[src/design/bpd_pkg.sv]
// Package for the BASIC program detokenizer: phases, controller states, text ROM.
// No dependencies.
package bpd_pkg;

	localparam int MaxTokenChars = 10;
	localparam int CharIdxW = $clog2(MaxTokenChars + 1);
	localparam logic [15:0] ProgramStart = 16'd16509;
	localparam logic [7:0] TokNewline = 8'd118;
	localparam logic [7:0] TokNumber = 8'd126;
	localparam logic [15:0] NumSkip = 16'd5;

	typedef enum logic [2:0] {
		PH_HDR0, PH_HDR1, PH_HDR2, PH_HDR3, PH_BODY, PH_SKIPNUM, PH_SKIPLINE, PH_DONE
	} phase_t;

	typedef enum logic [1:0] {
		ST_IDLE, ST_EMIT
	} ctrl_state_t;

	typedef struct packed {
		logic parse;
		logic emit_char;
		logic next_char;
	} dp_cmd_t;

	typedef struct packed {
		logic emit_line;
		logic [CharIdxW-1:0] char_count;
	} dp_stat_t;

	function automatic string rom_text(input logic [7:0] b);
		case (b)
			8'd0: return " "; 8'd1: return "{1}"; 8'd2: return "{2}"; 8'd3: return "{7}";
			8'd4: return "{4}"; 8'd5: return "{5}"; 8'd6: return "{T}"; 8'd7: return "{E}";
			8'd8: return "{A}"; 8'd9: return "{D}"; 8'd10: return "{S}"; 8'd11: return "\"";
			8'd12: return "#"; 8'd13: return "$"; 8'd14: return ":"; 8'd15: return "?";
			8'd16: return "("; 8'd17: return ")"; 8'd18: return ">"; 8'd19: return "<";
			8'd20: return "="; 8'd21: return "+"; 8'd22: return "-"; 8'd23: return "*";
			8'd24: return "/"; 8'd25: return ";"; 8'd26: return ","; 8'd27: return ".";
			8'd64: return "RND"; 8'd65: return "INKEY$"; 8'd66: return "PI";
			8'd67: return "CALL "; 8'd68: return "ERR MSGS "; 8'd69: return "DPOKE ";
			8'd70: return "ERROR "; 8'd71: return "CHAR "; 8'd72: return " ";
			8'd73: return "TRACE "; 8'd74: return "DRAW "; 8'd75: return "UNDRAW ";
			8'd76: return "PROTECT "; 8'd77: return "EDIT "; 8'd78: return "AUTO ";
			8'd79: return "DEF PROC "; 8'd80: return "END PROC "; 8'd81: return "";
			8'd82: return "DELETE "; 8'd83: return "DO "; 8'd84: return "LOOP ";
			8'd85: return "EXIT "; 8'd86: return "UNTIL "; 8'd87: return "WHILE ";
			8'd88: return "WHEN "; 8'd89: return "INDENT "; 8'd90: return "RESEQ ";
			8'd91: return "OFF"; 8'd92: return "CURSOR "; 8'd93: return "DATA ";
			8'd94: return "RESTORE "; 8'd95: return "READ "; 8'd96: return "NOSTALGIC ";
			8'd97: return "USER "; 8'd98: return "*"; 8'd99: return "ON";
			8'd100: return "HOME "; 8'd101: return "BREAK "; 8'd102: return "DPEEK ";
			8'd103: return "LINE "; 8'd104: return "POP "; 8'd105: return "PUSH ";
			8'd106: return "CLR STACK "; 8'd107: return "DUP "; 8'd108: return "ELSE ";
			8'd109: return "END WHEN ";
			8'd128: return "[ ]"; 8'd129: return "{Q}"; 8'd130: return "{W}";
			8'd131: return "{6}"; 8'd132: return "{R}"; 8'd133: return "{8}";
			8'd134: return "{Y}"; 8'd135: return "{E}"; 8'd136: return "{H}";
			8'd137: return "{G}"; 8'd138: return "{F}"; 8'd139: return "[\"]";
			8'd140: return "[#]"; 8'd141: return "[$]"; 8'd142: return "[:]";
			8'd143: return "[?]"; 8'd144: return "[(]"; 8'd145: return "[)]";
			8'd146: return "[>]"; 8'd147: return "[<]"; 8'd148: return "[=]";
			8'd149: return "[+]"; 8'd150: return "[-]"; 8'd151: return "[*]";
			8'd152: return "[/]"; 8'd153: return "[;]"; 8'd154: return "[,]";
			8'd155: return "[.]";
			8'd192: return "\"\""; 8'd193: return "AT "; 8'd194: return "TAB ";
			8'd195: return "?"; 8'd196: return "CODE "; 8'd197: return "VAL ";
			8'd198: return "LEN "; 8'd199: return "SIN "; 8'd200: return "COS ";
			8'd201: return "TAN "; 8'd202: return "ASN "; 8'd203: return "ACS ";
			8'd204: return "ATN "; 8'd205: return "LN "; 8'd206: return "EXP ";
			8'd207: return "INT "; 8'd208: return "SQR "; 8'd209: return "SGN ";
			8'd210: return "ABS "; 8'd211: return "PEEK "; 8'd212: return "USR ";
			8'd213: return "STR$ "; 8'd214: return "CHR$ "; 8'd215: return "NOT ";
			8'd216: return "**"; 8'd217: return " OR "; 8'd218: return " AND ";
			8'd219: return "<="; 8'd220: return ">="; 8'd221: return "<>";
			8'd222: return " THEN "; 8'd223: return " TO "; 8'd224: return " STEP ";
			8'd225: return "LPRINT "; 8'd226: return "LLIST "; 8'd227: return "STOP ";
			8'd228: return "SLOW "; 8'd229: return "FAST "; 8'd230: return "NEW ";
			8'd231: return "SCROLL "; 8'd232: return "CONT "; 8'd233: return "DIM ";
			8'd234: return "REM "; 8'd235: return "FOR "; 8'd236: return "GOTO ";
			8'd237: return "GOSUB "; 8'd238: return "INPUT "; 8'd239: return "LOAD ";
			8'd240: return "LIST "; 8'd241: return "LET "; 8'd242: return "PAUSE ";
			8'd243: return "NEXT "; 8'd244: return "POKE "; 8'd245: return "PRINT ";
			8'd246: return "PLOT "; 8'd247: return "RUN "; 8'd248: return "SAVE ";
			8'd249: return "RAND "; 8'd250: return "IF "; 8'd251: return "CLS ";
			8'd252: return "UNPLOT "; 8'd253: return "CLEAR "; 8'd254: return "RETURN ";
			8'd255: return "COPY ";
			default: return "?";
		endcase
	endfunction

	// Digits and letters are computed; others come from the string table.
	function automatic logic [6:0] rom_char(input logic [7:0] b, input int idx);
		string s;
		logic [7:0] c;
		s = rom_text(b);
		c = 8'd0;
		if (b >= 8'd28 && b <= 8'd37) begin
			c = (idx == 0) ? 8'(b + 8'd20) : 8'd0;
		end else if (b >= 8'd38 && b <= 8'd63) begin
			c = (idx == 0) ? 8'(b + 8'd27) : 8'd0;
		end else if (b >= 8'd156 && b <= 8'd191) begin
			if (idx == 0) c = "[";
			else if (idx == 2) c = "]";
			else if (idx == 1) c = (b <= 8'd165) ? 8'(b - 8'd108) : 8'(b - 8'd101);
		end else if (idx < s.len()) begin
			c = s[idx];
		end
		return c[6:0];
	endfunction

	function automatic logic [CharIdxW-1:0] rom_len(input logic [7:0] b);
		int n;
		n = 0;
		for (int i = 0; i < MaxTokenChars; i++)
			if (rom_char(b, i) != 7'd0 && n == i) n = i + 1;
		return CharIdxW'(n);
	endfunction

endpackage

[src/design/bpd_ctrl.sv]
// Controller: accepts requests, sequences result characters from the datapath.
// Depends on bpd_pkg.
module bpd_ctrl (
	input  logic clk,
	input  logic arst_n,
	input  logic in_valid,
	output logic in_ready,
	output logic out_valid,
	input  logic out_ready,
	output logic out_is_char,
	input  bpd_pkg::dp_stat_t stat,
	input  logic last,
	output bpd_pkg::dp_cmd_t cmd
);
	import bpd_pkg::*;

	ctrl_state_t state_q, state_d;
	logic pend_q;

	always_ff @(posedge clk or negedge arst_n) begin
		if (!arst_n) begin
			state_q <= ST_IDLE;
			pend_q <= 1'b0;
		end else begin
			state_q <= state_d;
			pend_q <= in_valid && in_ready;
		end
	end

	always_comb begin
		state_d = state_q;
		case (state_q)
			ST_IDLE: if (pend_q && (stat.emit_line || stat.char_count != '0)) state_d = ST_EMIT;
			ST_EMIT: if (out_ready && last) state_d = ST_IDLE;
			default: state_d = ST_IDLE;
		endcase
	end

	// line result waits in emit until taken; char kind latched from status
	logic char_q;
	always_ff @(posedge clk or negedge arst_n) begin
		if (!arst_n) char_q <= 1'b0;
		else if (state_q == ST_IDLE && pend_q) char_q <= !stat.emit_line;
	end

	always_comb begin
		in_ready = (state_q == ST_IDLE) && !pend_q;
		out_valid = (state_q == ST_EMIT);
		out_is_char = char_q;
		cmd.parse = in_valid && in_ready;
		cmd.emit_char = (state_q == ST_EMIT) && char_q;
		cmd.next_char = out_valid && out_ready && char_q && !last;
	end

`ifndef SYNTHESIS
	a_excl: assert property (@(posedge clk) disable iff (!arst_n)
		!(in_ready && out_valid)) else $error("accept during output");
	a_pend: assert property (@(posedge clk) disable iff (!arst_n)
		cmd.parse |=> !in_ready) else $error("back to back accept");
	a_out: assert property (@(posedge clk) disable iff (!arst_n)
		out_valid && !out_ready |=> out_valid) else $error("result dropped");
`endif
endmodule

[config.mk]
export PLATFORM = sky130hd
export DESIGN_NAME = bpd_ctrl
export DESIGN_NICKNAME = d
export VERILOG_FILES = /design/src/design/bpd_pkg.sv /design/src/design/bpd_ctrl.sv
export SDC_FILE = /design/constraint.sdc
export NUM_CORES = 1
export LEC_CHECK = 0
export ABC_AREA = 1
export BUFFER_PORTS_ARGS = -buffer_cell sky130_fd_sc_hd__buf_2
export CAP_MARGIN = 20
export CORE_AREA = 5 5 42 44
export CTS_CLUSTER_DIAMETER = 100
export DETAILED_ROUTE_END_ITERATION = 6
export DIE_AREA = 0 0 47 49
export PLACE_DENSITY = 0.44
export SLEW_MARGIN = 10
export SYNTH_ARGS = -nofsm -noshare
export SYNTH_HDL_FRONTEND = slang
export SYNTH_SLANG_ARGS = --single-unit
[constraint.sdc]
create_clock -name clk -period 0.84 [get_ports clk]
set_input_delay 0 -clock clk [delete_from_list [all_inputs] [get_ports clk]]
set_output_delay 0 -clock clk [all_outputs]
set_load 0.01 [all_outputs]
# Word level (Yosys, flattened, before mapping)
# Index checks and enable logic that the tools add are counted.
classes:
  reduce_logical: 16
  n_eq_ne: 3
  mux: 3
op_table:
  columns: ["cell", "n"]
  rows:
  - ["$logic_and 1x1->1", 9]
  - ["$mux 2", 2]
  - ["$pmux 2 s2", 1]
  - ["$reduce_bool 4->1", 1]
  - ["$logic_not 1->1", 3]
  - ["$eq 2x1->1 const B", 1]
  - ["$logic_not 2->1", 1]
  - ["$ne 2x1->1 const B", 1]
  - ["$ne 2x2->1 const B", 1]
  - ["$reduce_and 2->1", 1]
  - ["$logic_or 1x1->1", 1]
totals:
  word_cells: 25
  register_bits: 4
  in_bits: 10
  out_inout_bits: 6

# Longest topological paths before layout
# Gate-level depths: netlist (run 1).
logic_depth:
  depth_word: 5
  ltp_mapped: 4
  depth_no_buf: 4

# Least setup slack after synthesis (run 1)
# No wires, ideal clock.
synth_path:
  path_kind: "reg-to-reg"
  from: "reg state_q[0]"
  to: "reg pend_q"
  t_arrival_ns: 0.854
  synth_period_minus_slack_ns: 1.009
  path_slack_ns: -0.169
  n_path_buf: 0
  path_stages_with_launch: 2
  path_cell_list: "dfrtp_1 > nor3b_1"
synth_lines:
  columns: ["item", "line", "rtl"]
  rows:
  - ["start: declaration", "bpd_ctrl.sv:17", "ctrl_state_t state_q, state_d;"]
  - ["start signal: assignment", "bpd_ctrl.sv:25", "state_q <= state_d;"]
  - ["end signal: assignment", "bpd_ctrl.sv:26", "pend_q <= in_valid && in_ready;"]
  - ["end: declaration", "bpd_ctrl.sv:18", "logic pend_q;"]

# Worst setup path after layout (run 1)
layout_path:
  from: "reg state_q[0]"
  to: "out in_ready"
layout_between:
  elab_chain_len: 2
layout_lines:
  columns: ["item", "line", "rtl"]
  rows:
  - ["$logic_not 2->1", "bpd_ctrl.sv:47", "in_ready = (state_q == ST_IDLE) && !pend_q;"]
  - ["$logic_and 1x1->1", "bpd_ctrl.sv:47", null]
  - ["end: declaration", "bpd_ctrl.sv:7", "output logic in_ready,"]
# Every way passes these cells.

==> results.md, run 1 <==
- Status: complete, but fails checks
- Failing checks: negative setup slack
- Grt total ovfl: 0
- Psw: 0.398 mW
- Worst-margin pin slew: 163 ps
- Sequence of cells on the critical path: buf_4, nor2_2, buf_2
- Slowest stage cell, crit path: dfrtp_2
- Nets@finish: 55
- Final GP Congestion: 0.573
- Gate Count Post-Synth: 21
- Worst Setup End Kind: output port
- CP startpoint kind: register
- Routed wire length: 500 microns
- # H-tree levels: 1
- Final Power: 1.08 mW
- Setup ws final: -174 ps
- Cell variety after synth: 10
- Post-DR wirelength/cell: 8.33 microns
- Die X: 47 microns
- Initial DRC Count: 2
- Setup violators final: 6
- IO Count: 16
- Reg power frac: 25.6%
- Vias per inst: 3.58
- Worst vdd ir: 0.585 mV
- Fin Setup TNS: -634 ps
- Sequential area share after synthesis: 48.0%
- MaxCap Viol Count: 0
- Relative slew margins: 89.1%
- Most common cell after layout, fill and taps aside: buf_2
- RSZ-0062 raised after global routing: true
- DR vias: 215
- Mapped Area: 156 sq um
- Core ar.: 1400 sq um
- Final Critical Period: 1010 ps
- Worst hold path type: primary input to register
- Die Height: 49 microns
- Period utilization: 121%
- Slowest stage delay, CP: 420 ps
- Largest net degree at the start of global routing: 5
- Avg Cell Area, Syn: 7.45 sq um
- Yosys warns: 0
- Sw frac: 36.7%
- Max Fclk: 986 MHz
- Starting Density: 11.2%
- Final hold violation count: 0
- Cell taking the most area after synthesis: dfrtp_1
- Clk_skew: 0.602 ps
- Core Rows: 14
- # diodes: 0
- Logic gate share of total power: 51.2%
- CP top delay family: flip-flops
- Global Route Usage Sum: 5.43%
- Num CTS Buffers: 3
- Post-synth top area share: 48.0%
- Most frequent cells in the layout: buf_2 (13), nand2_2 (3), nor2_1 (3), nand2_1 (3), clkbuf_4 (3)
- Slew Viols, Final: 0
- Yosys reg bits: 3
- Internal: 0.685 mW
- Clock Sinks: 3
- CP bufs+invs: 2
- Clock slew at reported path FFs: 40 ps
- Iteration count of the initial detailed-routing pass: 2
- Layout area overhead: 120%
- DRC: 0
- Synthesized Nets: 31
- Number of global-route vias before repair: 221
- Ranking of synthesized cells by area: dfrtp_1 (48%), nand2_1 (12%), nor2_1 (9.6%), nor2_2 (8.0%), inv_1 (4.8%)
- Antenna violations before repair: 0
- Global-route wire length before repair: 828 microns
- Clock root cell: clkbuf_4
- Pwr dens: 3150 nW/um^2
- Power share of the clock group: 23.1%
- Post-route ant nets: 0
- WHS: 45.2 ps
- CTS Buffer Depth: 2
- IO buf count: 15
- Required @ worst endpoint: 840 ps
- TritonCTS clock tree: yes
- Share of cells above drive strength 1: 65.9%
- Worst Setup Path Type: register to output port
- Worst skew pair latency: 230 ps
- Leakage: 0.180 nW
- Data arrival time of the critical path: 1010 ps
- Crit-path max FO: 4
- Die area: 2300 sq um
cell families (layout without fill, tap and decap cells):
group,count (synthesis),count (layout),share of synthesized area [%]
buf+inv,3,26,7.20
flops,3,3,48.0
simple gates,14,14,41.6
compound gates,1,1,3.20
sequential cells by signal, indices dropped and copies added, names as in the netlist:
signal	count
state_q	1
out_is_char	1
pend_q	1
per-layer routing:
metal / track usage [%] / share of wire, %
met5: 0 / 0
met4: 4.15 / 1.8
met1: 4.41 / 31
met2: 8.14 / 51
met3: 4.43 / 16
worst reg2reg max path, cell delays in order (launching register included):
cell and delay (ps):
dfrtp_2 420, buf_4 150, nor2_4 100, nor2_1 50
a21oi_1 100
synth_stat cells:
master   number
dfrtp_1       3
nand2_1       5
inv_2         1
inv_1         2
nand2_2       1
nor2_2        2
a21oi_1       1
nand3_1       1
nor3b_1       1
nor2_1        4
power by group through the flow:
stage | Combinational (mW) | Sequential, mW | Clock [mW]
3_3_place_gp | 0.367 | 0.290 | 0
3_5_place_dp | 0.365 | 0.291 | 0
4_1_cts | 0.550 | 0.274 | 0.262
2_1_floorplan | 0.181 | 0.307 | 0
5_1_grt | 0.617 | 0.292 | 0.273
6_report | 0.555 | 0.278 | 0.250
final timing paths:
| check | startpoint | to | slack [ps] | depth (start not counted) |
|---|---|---|---|---|
| setup / recovery | state_q[0]$_DFFE_PN0P_ | in_ready | -170 | 3 |
| hold / removal | out_ready | state_q[0]$_DFFE_PN0P_ | 50 | 4 |
| setup reg to reg | state_q[0]$_DFFE_PN0P_ | out_is_char$_DFFE_PN0P_ | -60 | 4 |
| hold reg to reg | state_q[0]$_DFFE_PN0P_ | pend_q$_DFF_PN0_ | 490 | 1 |
| max in group asynchronous | arst_n | state_q[0]$_DFFE_PN0P_ | 620 | 2 |
| min in group asynchronous | arst_n | pend_q$_DFF_PN0_ | 100 | 2 |
layout make-up:
type                    count  area [sq um]
clock buffers               4          26.3
fillers                   163          1060
inverters                   3          11.3
multi-input cells          15          87.6
flip-flops and latches      3          76.3
well taps                  16          20.0
repair buffers             19           123
metrics by stage:
step / util [%] / instances / setup slack [ps] / instance area, sq um
global route: 24.6 / 60 / -234 / 344
global placement: 18.4 / 52 / 40.2 / 258
finish: 24.6 / 60 / -174 / 344
detailed placement: 18.4 / 52 / 24.8 / 258
floorplan: - / 21 / 23.8 / 163
CTS: 24.2 / 60 / -206 / 339
repair_timing:
action	in CTS	in global routing
pin swaps	1	2
buffers inserted	2	0
setup endpoints to repair	4	7
hold endpoints to repair	4	0
resized for setup	4	2
hold buffers	2	0
No activity file was read; power rests on OpenSTA's default activity.
==> inputs of run 2 (changes only) <==
==> constraint.sdc (replaced) <==
create_clock -name clk -period 0.84 [get_ports clk]
set_input_delay 0 -clock clk [delete_from_list [all_inputs] [get_ports clk]]
set_output_delay 0 -clock clk [all_outputs]
set_load 0.02 [all_outputs]
==> run 2 against run 1 <==
The run still ends with negative setup slack left. Clock skew rose by 0.98 ps. Total power rose by 13%. Sequential share of layout area fell by 1.5 points. Fmax fell by 0.69%. Via count fell by 0.47%. Sequential power rose by 5%. Core utilization rose by 1.8 points. Count of clock-buffer cells in the layout did not move. Global-route usage fell by 0.42 points. Worst setup slack got worse by 7.0 ps. Cell count did not move. Combinational power rose by 21%. Critical path type unchanged.
==> results.md, run 2 (synthesis results as in run 1) <==
- Die X: 47 microns
- Worst Hold Launch: out_ready
- Clock Sinks: 3
- Vias per inst: 3.57
- WHS: 56.4 ps
- Global Route Usage Sum: 5.01%
- Clock root cell: clkbuf_4
- CP startpoint kind: register
- Final Power: 1.22 mW
- Failing checks: negative setup slack
- Antenna violations before repair: 0
- Placed cells: 52
- Pwr dens: 3300 nW/um^2
- Routed wire length: 479 microns
- Largest net degree at the start of global routing: 6
- Non-filler instance count after layout: 60
- # diodes: 0
- Relative slew margins: 88.5%
- Num CTS Buffers: 3
- Crit. Startpoint: state_q[0]$_DFFE_PN0P_
- Nets@finish: 55
- Core ar.: 1400 sq um
- Die Height: 49 microns
- Starting Density: 11.2%
- Period utilization: 122%
- Layout area overhead: 136%
- Clock slew at reported path FFs: 30 ps
- Final hold violation count: 0
- Iteration count of the initial detailed-routing pass: 2
- Final Critical Period: 1020 ps
- Most common cell after layout, fill and taps aside: buf_2
- Worst Setup Path Type: register to output port
- Leakage: 0.189 nW
- MaxCap Viol Count: 0
- Required @ worst endpoint: 840 ps
- Grt total ovfl: 0
- R2r startpoint: state_q[0]$_DFFE_PN0P_
- CTS Buffer Depth: 2
- DR vias: 214
- Fill cell count: 169
- Post-DR wirelength/cell: 7.98 microns
- Worst Setup End Kind: output port
- Worst-margin pin slew: 172 ps
- Number of global-route vias before repair: 189
- Die area: 2300 sq um
- Worst skew pair latency: 230 ps
- Final GP Congestion: 0.620
- RSZ-0062 raised after global routing: true
- Crit-path max FO: 5
- Worst hold path type: primary input to register
- Status: complete, but fails checks
- Clk_skew: 1.58 ps
- IO buf count: 15
- Most frequent cells in the layout: buf_2 (11), nand2_1 (4)
- Fin Setup TNS: -592 ps
- Data arrival time of the critical path: 1020 ps
- Max Fclk: 979 MHz
- IO Count: 16
- Setup violators final: 7
- Slew Viols, Final: 0
- Worst vdd ir: 0.632 mV
- # H-tree levels: 1
- Share of cells above drive strength 1: 63.6%
- Post-route ant nets: 0
- TritonCTS clock tree: yes
- Core Rows: 14
- Initial DRC Count: 3
- DRC: 0
- Global-route wire length before repair: 703 microns
- Setup ws final: -181 ps
==> run 2: per-stage QoR <==
| stage | setup WS [ps] | area, sq um | util, % |
|---|---|---|---|
| finish | -181 | 369 | 26.3 |
| CTS | -196 | 367 | 26.2 |
| global placement | -9.42 | 279 | 19.9 |
| detailed placement | -13.4 | 279 | 19.9 |
| floorplan | -70.9 | 184 | - |
| global route | -242 | 369 | 26.3 |
==> run 2: metal layers <==
layer	GRT usage, %	up-vias	wire, microns
li1	-	111	-
met1	4.19	92	128
met2	6.33	7	263
met3	3.32	4	65
met4	6.91	0	23
met5	0	-	0
==> run 2: worst paths after layout <==
kind | endpoint | slack [ps] | cells after the start
setup / recovery | cmd[2] | -180 | 2
hold reg to reg | out_is_char$_DFFE_PN0P_ | 570 | 2
min in group asynchronous | out_is_char$_DFFE_PN0P_ | 90 | 2
max in group asynchronous | state_q[0]$_DFFE_PN0P_ | 640 | 2
setup reg to reg | out_is_char$_DFFE_PN0P_ | -70 | 4
hold / removal | state_q[0]$_DFFE_PN0P_ | 60 | 4
==> run 2: layout make-up <==
class	count	area, sq um	share of cell area [%]
well taps	16	20.0	5.42
inverters	3	13.8	3.73
repair buffers	19	131	35.6
flip-flops and latches	3	76.3	20.7
clock buffers	4	26.3	7.12
multi-input cells	15	101	27.5
==> run 2: timing repair <==
action / in CTS / in global routing
gates resized for setup: 8 / 1
hold buffers: 2 / 0
pin swaps: 3 / 0
setup buffers: 2 / 0
hold endpoints to repair: 4 / 0
endpoints found under the setup margin: 6 / 8
==> run 2: critical path: stages, from the launching register on <==
cell and delay (ps):
dfrtp_2 430, nor3b_4 210, buf_6 140
==> run 2: where the power goes <==
part	leakage, nW	total, mW	internal, mW	switching (mW)
clock network	0.0150	0.254	0.178	0.0763
registers	0.0348	0.292	0.212	0.0798
logic	0.139	0.673	0.311	0.362
==> inputs of run 3 (changes only) <==
Clock period 0.84 ns to 1.2 ns, I/O delays scaled along.
==> run 3 against run 2 <==
Combinational power fell by 52%. Total power fell by 43%. Non-clock buffer count fell by 2. Sequential power fell by 32%. Cell area fell by 18%. Global-route usage rose by 0.21 points. Sequential cell count did not move. Die area did not move. Clock power fell by 33%. Routed wire length fell by 1.0%. Clock skew fell by 1.5 ps. The run now ends clean. Core utilization fell by 4.7 points.
==> results.md, run 3 (synthesis results as in run 1) <==
- Status: finished clean
- DRC: 0
- Worst skew pair latency: 230 ps
- Hold endpoint: state_q[0]$_DFFE_PN0P_
- Period utilization: 89.7%
- Largest net degree at the start of global routing: 7
- Clock slew at reported path FFs: 30 ps
- Iteration count of the initial detailed-routing pass: 4
- # diodes: 0
- Clock Sinks: 3
- Required @ worst endpoint: 1200 ps
- Worst Setup Path Type: register to output port
- Setup violators final: 0
- RSZ-0062 raised after global routing: false
- Post-CTS Setup Inserts: 0
- Num CTS Buffers: 3
- Post-CTS sizing: 0
- Nets@finish: 53
- Starting Density: 11.2%
- Final GP Congestion: 0.599
- Die Height: 49 microns
- # H-tree levels: 1
- Core Rows: 14
- Number of global-route vias before repair: 206
- Pwr dens: 2290 nW/um^2
- Final hold violation count: 0
- Antenna violations before repair: 0
- Layout area overhead: 93.6%
- Slew Viols, Final: 0
- Final Util: 21.6%
- Data arrival time of the critical path: 1080 ps
- Initial DRC Count: 2
- Place WS: 344 ps
- R2r endpoint: out_is_char$_DFFE_PN0P_
- Final Critical Period: 1080 ps
- Setup ws final: 123 ps
- Worst Hold Path Cells: 4
- CTS Buffer Depth: 2
- Die X: 47 microns
- Reg2reg path depth: 3
- Global Route Usage Sum: 5.21%
- Share of cells above drive strength 1: 54.8%
- DR vias: 192
- Max Fclk: 929 MHz
- Post-route ant nets: 0
- Die area: 2300 sq um
- Vias per inst: 3.31
- Most frequent cells in the layout: buf_2 (15), nand2_1 (5), nor2_1 (4), clkbuf_4 (3), dfrtp_1 (3)
- Register-to-register setup slack: 360 ps
- Most common cell after layout, fill and taps aside: buf_2
- Grt total ovfl: 0
- Routed wire length: 474 microns
- Worst Hold Launch: out_ready
- CP startpoint kind: register
- Post-DR wirelength/cell: 8.17 microns
- IO Count: 16
- DP HPWL: 430 microns
- Clk_skew: 0.0952 ps
- Crit-path max FO: 6
- Core ar.: 1400 sq um
- Global-route wire length before repair: 793 microns
- Clock root cell: clkbuf_4
- Worst hold path type: primary input to register
- Worst vdd ir: 0.422 mV
- TritonCTS clock tree: yes
- Fin Setup TNS: 0 ps
- Worst Setup End Kind: output port
- Worst-margin pin slew: 214 ps
- MaxCap Viol Count: 0
- R2r startpoint: state_q[0]$_DFFE_PN0P_
- Leakage: 0.167 nW
- Relative slew margins: 85.7%
- IO buf count: 15
run 3: stage by stage:
step                std cells  power [mW]  hold slack [ps]  area, sq um
floorplan                  21       0.403             -296          161
global placement           52       0.525             -200          256
detailed placement         52       0.528             -199          256
CTS                        58       0.715             47.4          303
global route               58       0.760             47.6          303
finish                     58       0.692             49.6          303
run 3: where the power goes:
| group | total [mW] | switching, mW | internal (mW) | leakage (nW) |
|---|---|---|---|---|
| sequential | 0.198 | 0.0531 | 0.145 | 0.0360 |
| combinational | 0.323 | 0.205 | 0.118 | 0.116 |
| clock | 0.171 | 0.0471 | 0.124 | 0.0150 |
run 3: layout make-up:
type / count / area [sq um]
clock buffers: 4 / 26.3
fillers: 170 / 1100
inverters: 3 / 11.3
multi-input cells: 15 / 75.1
flip-flops and latches: 3 / 75.1
well taps: 16 / 20.0
repair buffers: 17 / 95.1
run 3: worst max-delay path by stage:
stage,start,cells after the start,slack (ps),endpoint
2_1_floorplan,state_q[0]$_DFFE_PN0P_,1,140,pend_q$_DFF_PN0_
3_3_place_gp,state_q[0]$_DFFE_PN0P_,3,370,out_is_char$_DFFE_PN0P_
3_5_place_dp,state_q[0]$_DFFE_PN0P_,5,340,cmd[0]
4_1_cts,state_q[0]$_DFFE_PN0P_,5,90,cmd[0]
5_1_grt,state_q[0]$_DFFE_PN0P_,5,40,cmd[0]
6_report,state_q[0]$_DFFE_PN0P_,2,120,cmd[2]
run 3: per-layer routing:
metal	track usage, %	vias to the layer above	routed length, microns
met3	4.06	0	53
met4	5.53	0	0
met1	4.85	78	172
met2	6.56	9	249
met5	0	-	0
li1	-	105	-
run 3: what timing repair did:
action / CTS / global route
hold buffers: 2 / 0
endpoints found under the setup margin: 0 / 0
endpoints found under the hold margin: 4 / 0
run 3: critical path: stages, from the launching register on:
cell and delay [ps]:
dfrtp_1 440, nor3b_2 220, buf_2 190
